**config.mk**
```make
export PLATFORM = sky130hd
export DESIGN_NAME = length_prefixed_packet_deframer_unit_flat
export DESIGN_NICKNAME = d
export VERILOG_FILES = /design/src/rtl/lpd_pkg.sv /design/src/rtl/lpd_rx_if.sv /design/src/rtl/lpd_pkt_if.sv /design/src/rtl/lpd_cfg_if.sv /design/src/rtl/lpd_in_stage.sv /design/src/rtl/lpd_core.sv /design/src/rtl/length_prefixed_packet_deframer_unit.sv /design/src/flat_wrapper.sv
export SDC_FILE = /design/constraint.sdc
export NUM_CORES = 1
export LEC_CHECK = 0
export ABC_AREA = 1
export ABC_CLOCK_PERIOD_IN_PS = 3000
export BUFFER_PORTS_ARGS = -buffer_cell sky130_fd_sc_hd__buf_2
export CORE_MARGIN = 2
export CORE_UTILIZATION = 28
export DETAILED_ROUTE_END_ITERATION = 7
export PLACE_DENSITY_LB_ADDON = 0.08
export SLEW_MARGIN = 40
export SYNTH_ARGS = -nofsm -noshare
export SYNTH_HDL_FRONTEND = slang
export SYNTH_SLANG_ARGS = --single-unit
```
**constraint.sdc**
```tcl
create_clock -name clk -period 3 [get_ports clk]
set_input_delay 0 -clock clk [delete_from_list [all_inputs] [get_ports clk]]
set_output_delay 0 -clock clk [all_outputs]
set_load 0.05 [all_outputs]
```
**src/rtl/lpd_pkg.sv**
```systemverilog
// shared constants and types for the length-prefixed packet deframer
`default_nettype none
package lpd_pkg;

	localparam int unsigned BYTE_W = 8;
	localparam int unsigned LEN_W = 32;
	localparam int unsigned PREFIX_BYTES = 4;
	localparam logic [LEN_W-1:0] MAX_LEN_RESET = 32'd4096;

	// beat held in the input register
	typedef struct packed {
		logic              valid;
		logic [BYTE_W-1:0] rx_byte;
	} lpd_beat_t;

endpackage
`default_nettype wire

```
**src/rtl/lpd_rx_if.sv**
```systemverilog
// receive byte channel
`default_nettype none
interface lpd_rx_if;
	logic                       valid;
	logic                       ready;
	logic [lpd_pkg::BYTE_W-1:0] rx_byte;

	modport source (output valid, output rx_byte, input ready);
	modport sink (input valid, input rx_byte, output ready);
endinterface
`default_nettype wire

```
**src/rtl/lpd_pkt_if.sv**
```systemverilog
// deframed payload channel
`default_nettype none
interface lpd_pkt_if;
	logic                       valid;
	logic                       ready;
	logic [lpd_pkg::BYTE_W-1:0] payload_byte;
	logic                       last_of_packet;
	logic                       empty_packet;

	modport source (output valid, output payload_byte, output last_of_packet,
		output empty_packet, input ready);
	modport sink (input valid, input payload_byte, input last_of_packet,
		input empty_packet, output ready);
endinterface
`default_nettype wire

```
**src/rtl/lpd_cfg_if.sv**
```systemverilog
// configuration write channel for the maximum packet length
`default_nettype none
interface lpd_cfg_if;
	logic                      valid;
	logic                      ready;
	logic [lpd_pkg::LEN_W-1:0] max_packet_length;

	modport source (output valid, output max_packet_length, input ready);
	modport sink (input valid, input max_packet_length, output ready);
endinterface
`default_nettype wire

```
**src/rtl/lpd_in_stage.sv**
```systemverilog
// input register for received bytes
`default_nettype none
module lpd_in_stage (
	input  wire logic       clk,
	input  wire logic       arst_n,
	lpd_rx_if.sink          rx,
	input  wire logic       advance,
	output lpd_pkg::lpd_beat_t beat_s1
);

	logic                       valid_s1;
	logic [lpd_pkg::BYTE_W-1:0] byte_s1;

	// take a new beat when the register is empty or drains this cycle
	assign rx.ready = !valid_s1 || advance;
	assign beat_s1 = '{valid: valid_s1, rx_byte: byte_s1};

	always_ff @(posedge clk or negedge arst_n) begin
		if (!arst_n) begin
			valid_s1 <= 1'b0;
		end else if (rx.ready) begin
			valid_s1 <= rx.valid;
		end
	end

	always_ff @(posedge clk) begin
		if (rx.valid && rx.ready) begin
			byte_s1 <= rx.rx_byte;
		end
	end

endmodule
`default_nettype wire

```
**src/rtl/lpd_core.sv**
```systemverilog
// framing state, length check and result register
`default_nettype none
module lpd_core (
	input  wire logic          clk,
	input  wire logic          arst_n,
	input  wire lpd_pkg::lpd_beat_t beat_s1,
	output logic               advance,
	lpd_pkt_if.source          pkt,
	lpd_cfg_if.sink            cfg
);

	typedef enum logic [1:0] {
		PH_LENGTH = 2'd0,
		PH_PASS   = 2'd1,
		PH_DROP   = 2'd2
	} phase_t;

	phase_t                     phase_q, phase_d;
	logic [lpd_pkg::LEN_W-1:0]  packet_length_q, packet_length_d;
	logic [lpd_pkg::LEN_W-1:0]  byte_count_q, byte_count_d;
	logic [lpd_pkg::LEN_W-1:0]  max_len_q;
	logic [lpd_pkg::LEN_W-1:0]  cnt_inc;
	logic [lpd_pkg::LEN_W-1:0]  len_shift;
	logic                       fire;
	logic                       emit;
	logic [lpd_pkg::BYTE_W-1:0] res_byte;
	logic                       res_last;
	logic                       res_empty;
	logic                       out_valid_q;
	logic [lpd_pkg::BYTE_W-1:0] out_byte_q;
	logic                       out_last_q;
	logic                       out_empty_q;

	assign advance = !out_valid_q || pkt.ready;
	assign fire = beat_s1.valid && advance;
	assign cfg.ready = 1'b1;

	assign pkt.valid = out_valid_q;
	assign pkt.payload_byte = out_byte_q;
	assign pkt.last_of_packet = out_last_q;
	assign pkt.empty_packet = out_empty_q;

	assign cnt_inc = byte_count_q + 1'b1;
	assign len_shift = {packet_length_q[lpd_pkg::LEN_W-lpd_pkg::BYTE_W-1:0], beat_s1.rx_byte};

	always_comb begin
		phase_d = phase_q;
		packet_length_d = packet_length_q;
		byte_count_d = cnt_inc;
		emit = 1'b0;
		res_byte = beat_s1.rx_byte;
		res_last = 1'b0;
		res_empty = 1'b0;
		case (phase_q)
			PH_PASS: begin
				emit = 1'b1;
				if (cnt_inc == packet_length_q) begin
					byte_count_d = '0;
					phase_d = PH_LENGTH;
					res_last = 1'b1;
				end
			end
			PH_DROP: begin
				if (cnt_inc == packet_length_q) begin
					byte_count_d = '0;
					phase_d = PH_LENGTH;
				end
			end
			default: begin
				// length bytes arrive msb first
				phase_d = PH_LENGTH;
				packet_length_d = len_shift;
				if (cnt_inc == lpd_pkg::LEN_W'(lpd_pkg::PREFIX_BYTES)) begin
					byte_count_d = '0;
					if (len_shift == '0) begin
						emit = 1'b1;
						res_byte = '0;
						res_last = 1'b1;
						res_empty = 1'b1;
					end else if (len_shift <= max_len_q) begin
						phase_d = PH_PASS;
					end else begin
						phase_d = PH_DROP;
					end
				end
			end
		endcase
	end

	always_ff @(posedge clk or negedge arst_n) begin
		if (!arst_n) begin
			phase_q <= PH_LENGTH;
			packet_length_q <= '0;
			byte_count_q <= '0;
			max_len_q <= lpd_pkg::MAX_LEN_RESET;
			out_valid_q <= 1'b0;
		end else begin
			if (cfg.valid && cfg.ready) begin
				max_len_q <= cfg.max_packet_length;
			end
			if (fire) begin
				phase_q <= phase_d;
				packet_length_q <= packet_length_d;
				byte_count_q <= byte_count_d;
			end
			if (advance) begin
				out_valid_q <= fire && emit;
			end
		end
	end

	always_ff @(posedge clk) begin
		if (fire && emit) begin
			out_byte_q <= res_byte;
			out_last_q <= res_last;
			out_empty_q <= res_empty;
		end
	end

	// an empty-packet result always closes the packet with a zero byte
	a_empty_is_last: assert property (@(posedge clk) disable iff (!arst_n)
		out_valid_q && out_empty_q |-> out_last_q && (out_byte_q == '0))
		else $error("empty packet result without last mark or with data");

	// length counting never runs past the prefix
	a_prefix_count: assert property (@(posedge clk) disable iff (!arst_n)
		phase_q == PH_LENGTH |-> byte_count_q < lpd_pkg::LEN_W'(lpd_pkg::PREFIX_BYTES))
		else $error("length byte count beyond prefix");

	// every beat taken while passing a packet shows up as a result
	a_pass_emits: assert property (@(posedge clk) disable iff (!arst_n)
		fire && (phase_q == PH_PASS) |=> out_valid_q)
		else $error("payload beat lost");

	// dropped beats produce nothing
	a_drop_silent: assert property (@(posedge clk) disable iff (!arst_n)
		fire && (phase_q == PH_DROP) |=> !out_valid_q)
		else $error("result produced while dropping");

endmodule
`default_nettype wire

```
**src/rtl/length_prefixed_packet_deframer_unit.sv**
```systemverilog
// top level of the length-prefixed packet deframer
//
//  channel | dir | payload                                       | accepted when
//  rx      | in  | rx_byte[7:0]                                  | rx.valid & rx.ready
//  pkt     | out | payload_byte[7:0], last_of_packet, empty_packet | pkt.valid & pkt.ready
//  cfg     | in  | max_packet_length[31:0]                       | cfg.valid & cfg.ready
//
// one byte per cycle unless pkt stalls; bytes pass the input then the result register
// cycle time is set by the 32-bit count increment and compare against the length
// arst_n clears state to reading a length, max_packet_length back to 4096
// a stall on pkt holds the result register; one more byte waits in the input register
// cfg.ready is always high
`default_nettype none
module length_prefixed_packet_deframer_unit (
	input wire logic clk,
	input wire logic arst_n,
	lpd_rx_if.sink   rx,
	lpd_pkt_if.source pkt,
	lpd_cfg_if.sink  cfg
);

	lpd_pkg::lpd_beat_t beat_s1;
	logic               advance;

	lpd_in_stage u_in_stage (
		.clk     (clk),
		.arst_n  (arst_n),
		.rx      (rx),
		.advance (advance),
		.beat_s1 (beat_s1)
	);

	lpd_core u_core (
		.clk     (clk),
		.arst_n  (arst_n),
		.beat_s1 (beat_s1),
		.advance (advance),
		.pkt     (pkt),
		.cfg     (cfg)
	);

endmodule
`default_nettype wire
```
**src/flat_wrapper.sv**
```systemverilog
// flat-port wrapper written by rule: the top's interface ports become plain ports
module length_prefixed_packet_deframer_unit_flat 
  (clk, arst_n, rx_valid, rx_rx_byte, rx_ready, pkt_valid, pkt_payload_byte, pkt_last_of_packet, pkt_empty_packet, pkt_ready, cfg_valid, cfg_max_packet_length, cfg_ready);
  lpd_rx_if rx_i ();
  lpd_pkt_if pkt_i ();
  lpd_cfg_if cfg_i ();
  input wire logic clk;
  input wire logic arst_n;
  input wire logic [$bits(rx_i.valid)-1:0] rx_valid;
  input wire logic [$bits(rx_i.rx_byte)-1:0] rx_rx_byte;
  output wire logic [$bits(rx_i.ready)-1:0] rx_ready;
  output wire logic [$bits(pkt_i.valid)-1:0] pkt_valid;
  output wire logic [$bits(pkt_i.payload_byte)-1:0] pkt_payload_byte;
  output wire logic [$bits(pkt_i.last_of_packet)-1:0] pkt_last_of_packet;
  output wire logic [$bits(pkt_i.empty_packet)-1:0] pkt_empty_packet;
  input wire logic [$bits(pkt_i.ready)-1:0] pkt_ready;
  input wire logic [$bits(cfg_i.valid)-1:0] cfg_valid;
  input wire logic [$bits(cfg_i.max_packet_length)-1:0] cfg_max_packet_length;
  output wire logic [$bits(cfg_i.ready)-1:0] cfg_ready;
  assign rx_i.valid = rx_valid;
  assign rx_i.rx_byte = rx_rx_byte;
  assign rx_ready = rx_i.ready;
  assign pkt_valid = pkt_i.valid;
  assign pkt_payload_byte = pkt_i.payload_byte;
  assign pkt_last_of_packet = pkt_i.last_of_packet;
  assign pkt_empty_packet = pkt_i.empty_packet;
  assign pkt_i.ready = pkt_ready;
  assign cfg_i.valid = cfg_valid;
  assign cfg_i.max_packet_length = cfg_max_packet_length;
  assign cfg_ready = cfg_i.ready;
  length_prefixed_packet_deframer_unit u_core (.clk(clk), .arst_n(arst_n), .rx(rx_i), .pkt(pkt_i), .cfg(cfg_i));
endmodule
```
Word-level counts from Yosys, hierarchy flattened
Cells that the tools add are included.
Cells by class
  $add $sub $neg: 1
  $lt $le $gt $ge: 1
  eq/ne operators: 5
  mux-type cells: 16
  bitwise operators: 1
  reductions and logical operators: 11
Operators with widths (count)
  two-way mux 32 bit: 3
  adder 32 x 1 -> 32 bit (second input constant): 1
  == test 32 x 3 -> 1 bit (second input constant): 1
  == test 32 bit: 1
  less-or-equal comparator 32 bit: 1
  zero test 32 bit: 1
  two-way mux 8 bit: 3
  two-way mux 2 bit: 5
  case mux 1 bit (2 select lines): 2
  AND reduction 2 bit: 2
  logical AND 1 bit: 3
  two-way mux 1 bit: 3
  == test 2 x 1 -> 1 bit (second input constant): 1
  == test 2 bit (second input constant): 1
  zero test 1 bit: 2
  logical OR 1 bit: 2
  inequality test 2 x 1 -> 1 bit (second input constant): 1
  OR reduction 2 bit: 1
  inverter 1 bit: 1
Word-level totals
  bits in registers: 118
  input bits: 45
  output and inout bits: 13
  word-level logic and storage cells: 45

Logic depth before layout (Yosys ltp)
  depth in word-level cells: 5
  depth in mapped cells: 18
  mapped depth without buffers: 18

Modules after synthesis
From an unflattened synthesis, not the netlist that was laid out.
Unflattened totals
  cell total of the unflattened synthesis: 1104
  area, all modules: 7741.2 µm²
By module, submodules not included
  lpd_core: times used 1, cells an instance 1089, area an instance 7448.4 µm², sequential area each 2778.9 µm²
  lpd_in_stage: times used 1, cells an instance 15, area an instance 292.8 µm², sequential area each 265.3 µm²

Worst setup path after synthesis
No wires, ideal clock.
  path type: register -> register
  from: register u_core.u_core.byte_count_q[0] (netlist bit)
  to: register u_core.u_core.out_empty_q, in the netlist u_core.u_core.pkt.empty_packet, enable pin
  setup time: 0.334 ns
  data arrival time: 2.105 ns
  required time: 2.666 ns
  slack: 0.561 ns
  stages on the path, launching flop included: 18
  path buffers: 0
  clock period less this slack: 2.439 ns
  path through: dfrtp_1 -> ha_1 -> nand2_2 -> nor2_8 -> nand2_2 -> nor2_4 -> nand2_1 -> nand2_1 -> nand2_1 -> inv_1 -> nand2_1 -> nor2_1 -> nand3_1 -> nor2_1 -> nand3_1 -> nand2_1 -> nand2_1 -> inv_1
On the way
  word-level cells in the longest chain between the ends: 5
RTL lines
  start: declaration: line lpd_core.sv:20  | logic [lpd_pkg::LEN_W-1:0] byte_count_q, byte_count_d;
  start signal: assignment: line lpd_core.sv:104  | byte_count_q <= byte_count_d;
  adder 32 x 1 -> 32 bit: line lpd_core.sv:43  | assign cnt_inc = byte_count_q + 1'b1;
  == test 32 x 3 -> 1 bit: line lpd_core.sv:73  | if (cnt_inc == lpd_pkg::LEN_W'(lpd_pkg::PREFIX_BYTES)) begin
  two-way mux 1 bit: line lpd_core.sv:73
  case mux 1 bit (2 select lines): line lpd_core.sv:54  | case (phase_q)
  logical AND 1 bit: line lpd_core.sv:113  | if (fire && emit) begin
  end signal: assignment: line lpd_core.sv:116  | out_empty_q <= res_empty;
  end: declaration: line lpd_core.sv:32  | logic out_empty_q;
Every way passes these cells.
A chain may end at the register's enable or synchronous reset.

Worst setup path in the final report
  from: register u_core.u_core.byte_count_q[4] (netlist bit)
  to: register u_core.u_core.out_byte_q (netlist bit u_core.u_core.pkt.payload_byte[3]), enable pin
On the way
  word-level cells in the longest chain between the ends: 5
RTL lines
  adder 32 x 1 -> 32 bit: line lpd_core.sv:43
  == test 32 x 3 -> 1 bit: line lpd_core.sv:73
  two-way mux 1 bit: line lpd_core.sv:73
  case mux 1 bit (2 select lines): line lpd_core.sv:54
  logical AND 1 bit: line lpd_core.sv:113
  end signal: assignment: line lpd_core.sv:114  | out_byte_q <= res_byte;
  end: declaration: line lpd_core.sv:30  | logic [lpd_pkg::BYTE_W-1:0] out_byte_q;
Every way passes these cells.

==> qor.csv <==
stage;metric;value;unit
worst_setup_path;crit path capture type;flip-flop;
worst_setup_path;Required @ worst endpoint;3.14;ns
placement;input/output buffers;56;
layout;post-route core utilization;35.1;%
floorplanning;die area;0.0292;mm^2
worst_setup_path;R2R Path End;u_core.u_core.pkt.payload_byte[3];
clock_network;Clock Root Buffer;clkbuf_16;
timing;min Tclk post-route;2.74;ns
drt;Detailed Route Iter0 Violations;460;
floorplanning;Rows;61;
worst_setup_path;arrival time worst endpoint;2.88;ns
worst_setup_path;CP Max Fanout;6;
drt;Via-to-Cell Ratio;4.54;
timing;Final Hold Slack;0.0587;ns
job;max-cap viol count;0;
worst_setup_path;worst reg-to-reg path cell count;14;
timing;max_slew headroom;50.4;%
worst_setup_path;CP delay by family, top;simple AND/OR/NAND/NOR gates;
placement;DP HPWL;20500;um
worst_setup_path;critical path's slowest cell;dfrtp_1;
drt;routed wire length;26800;um
yosys;Yosys cell types;36;
power_and_ir_drop;Pwr per Cell Area;698;mW/mm^2
worst_setup_path;CP peak stage delay;0.42;ns
worst_setup_path;Crit path buffers/inverters;1;
yosys;register bit total from synthesis;118;
global_routing;vias in the first global route;7201;
floorplanning;Ports;58;
yosys;Post-Syn Instances;1109;
clock_network;Reg clk slew, reported paths;0.07;ns
layout;Post-layout nets;1298;
worst_setup_path;critical path launch point;u_core.u_core.byte_count_q[4];
timing;Slew Limit Fails;0;
layout;layout cell share with drive strength beyond 1;15.0;%
global_routing;Congestion Overflow GR;0;
clock_network;CTS buffer count;17;
yosys;largest cells by area after synthesis;dfrtp_1 (32%), nand2_1 (19%), edfxtp_1 (6.9%);
timing;final hold vios;0;
power_and_ir_drop;Pleak;4.74;nW
worst_setup_path;CP Launch Type;flip-flop;
power_and_ir_drop;IR Drop Worst-Case VDD;0.398;mV
worst_setup_path;CP cell instances;nand2_1 > nor2_4 > nand2_4 > nor2_1 > nand3_1 > nand2_1 > nand4_1 > nor2_1 > nand3_1 > nor2_1 > nand3_2 > nand2_1 > nand2_2 > clkinvlp_4;
placement;GP Congestion;0.936;
timing;Final Setup Violations;0;
timing;Slew @ Worst Pin;0.744;ns
global_routing;first-pass GRT wire length;41600;um
worst_setup_path;RR Startpoint;u_core.u_core.byte_count_q[4];
drt;via count of the routed design;7313;
drt;Routed Antenna Nets;0;
clock_network;CTS tree;yes;
global_routing;largest net degree at the start of global routing;66;
clock_network;htree depth;4;
min_path;worst min path class;in -> reg;
floorplanning;Starting Density;28.3;%
floorplanning;core area;0.0276;mm^2
timing;Fmax;366;MHz
timing;final period utilization;91.2;%
yosys;Syn Nets;1188;
clock_network;CTS Sinks;118;
timing;Final Skew;0.0121;ns
clock_network;clock latency on the worst-skew pair;0.44;ns
yosys;sequential fraction of the synthesis area;39.1;%
yosys;Syn Area/Cell;7.02;um^2
clock_network;Bufs on Longest Clock Path;2;
yosys;cell area after synthesis;0.00778;mm^2
floorplanning;Die Wd;171;um
worst_setup_path;crit path kind;reg -> reg;
global_routing;total track usage;19.3;%
worst_setup_path;R2R Setup Slk;0.26;ns
layout;Syn-to-layout area delta;24.3;%
layout;number of diodes;0;
worst_setup_path;Crit path depth;14;
placement;dpl ws;-0.00398;ns
floorplanning;DIE HEIGHT;171;um
yosys;synth warn;0;
yosys;top-area cell type share of the netlist area;31.8;%
drt;Avg WL per Cell;16.7;um
clock_network;setup bufs post-CTS;0;
worst_setup_path;worst setup path end;u_core.u_core.pkt.payload_byte[3];
drt;drt first pass iters;5;
yosys;leading area contributor after synthesis;dfrtp_1;
power_and_ir_drop;total power;0.00675;W
drt;Remaining DRCs;0;
global_routing;initial antenna violation count;0;
timing;fin worst setup slack;0.265;ns
run_status;status;finished clean;
-- how the worst min path moves through the flow --
stage          startpoint                           endpoint  slack (ns)  cells past startpoint
2_1_floorplan      arst_n      u_core.u_core.byte_count_q[0]       -0.30                      0
3_3_place_gp       arst_n  u_core.u_core.packet_length_q[25]        0.17                      2
3_5_place_dp       arst_n  u_core.u_core.packet_length_q[25]        0.17                      2
4_1_cts         cfg_valid        u_core.u_core.max_len_q[30]        0.06                      3
5_1_grt            arst_n  u_core.u_core.packet_length_q[27]        0.09                      3
6_report        cfg_valid        u_core.u_core.max_len_q[30]        0.06                      3
-- metrics by stage --
| stage | instance area (um^2) | setup TNS, ns | cells |
|---|---|---|---|
| 3_5_place_dp | 8600 | -0.0353 | 1531 |
| 4_1_cts | 9640 | 0 | 1608 |
| 2_1_floorplan | 7780 | 0 | 1109 |
| 5_1_grt | 9680 | -0.0301 | 1610 |
| 6_report | 9680 | 0 | 1610 |
| 3_3_place_gp | 8600 | 0 | 1531 |
-- logic make-up after synthesis --
logic type / count (synthesis) / synth area share (%)
other cells: 1 / 0.0482
simple gates: 672 / 39.2
buf+inv: 178 / 9.06
mux: 1 / 0.145
fa+ha+maj: 34 / 5.46
flops: 118 / 39.1
compound gates: 105 / 7.01
-- per-layer routing --
| metal | GRT usage, % | share of wire (%) | vias up |
|---|---|---|---|
| met4 | 8.25 | 3.5 | 0 |
| met1 | 25.5 | 47 | 3378 |
| met5 | 0 | 0 | - |
| met2 | 31.2 | 46 | 139 |
| li1 | - | - | 3756 |
| met3 | 2.96 | 3.3 | 40 |
-- worst min-delay path, delay by kind of cell --
kind	cells	cell delay (ns)
and+or+nand+nor	1	0.11
AOI/OAI and AO/OA	1	0.06
buffers and inverters	1	0.27
-- cells in the final DEF (no fill, tap or decap), types with 18 or more instances in the layout --
master | Yosys | final
nand3_2 | 31 | 32
nor2_1 | 115 | 112
dfrtp_1 | 99 | 97
buf_4 | 4 | 23
dlygate4sd3_1 | 0 | 45
nand3_1 | 73 | 72
edfxtp_1 | 18 | 18
inv_1 | 137 | 136
nand2_1 | 389 | 387
buf_2 | 0 | 54
o21ai_0 | 70 | 70
ha_1 | 34 | 33
a21oi_1 | 26 | 26
-- where the power goes --
part / total [W] / switching (W) / internal [W] / leakage (nW)
combinational: 0.00241 / 0.00157 / 0.000837 / 3.01
sequential: 0.00228 / 0.000369 / 0.00191 / 1.45
clock: 0.00206 / 0.000949 / 0.00111 / 0.285
total: 0.00675 / 0.00289 / 0.00386 / 4.74
-- cells in the mapped netlist (all sizes together) --
library cell    n
o211ai          4
mux2            1
dfrtp          99
edfxtp         18
and3            1
nor3b           1
nor2          127
nor4            9
clkbuf         28
or2             1
conb            1
nor3            7
a21oi          26
inv           142
nand3         104
nand3b          9
buf             8
dfstp           1
a211oi          1
nand2         396
o21ai          74
or3             1
nand4          16
ha             34
-- area by class of cell --
cell class	instances	area, um^2
Timing Repair inverter	1	7.51
Clock inverter	15	158
Clock buffer	17	425
Sequential cell	118	3050
Tap cell	378	473
Multi-Input combinational cell	813	4060
Timing Repair Buffer	126	973
Inverter	142	537
Fill cell	2926	17900
-- sequential cells by signal, indices dropped and copies added (netlist names) --
signal and cells:
u_core.u_core.phase_q 2, u_core.u_in_stage.valid_s1 1, u_core.u_in_stage.byte_s1 8, u_core.u_core.packet_length_q 32
u_core.u_core.pkt.valid 1, u_core.u_core.byte_count_q 32, u_core.u_core.max_len_q 32, u_core.u_core.pkt.last_of_packet 1
u_core.u_core.pkt.payload_byte 8, u_core.u_core.pkt.empty_packet 1
-- repair_timing --
action	CTS	global route
cloned	0	1
hold endpoints to repair	141	0
resized for setup	1	8
endpoints found under the setup margin	10	10
hold buffers	45	0
Note: power is estimated with default switching activity, not from simulation.
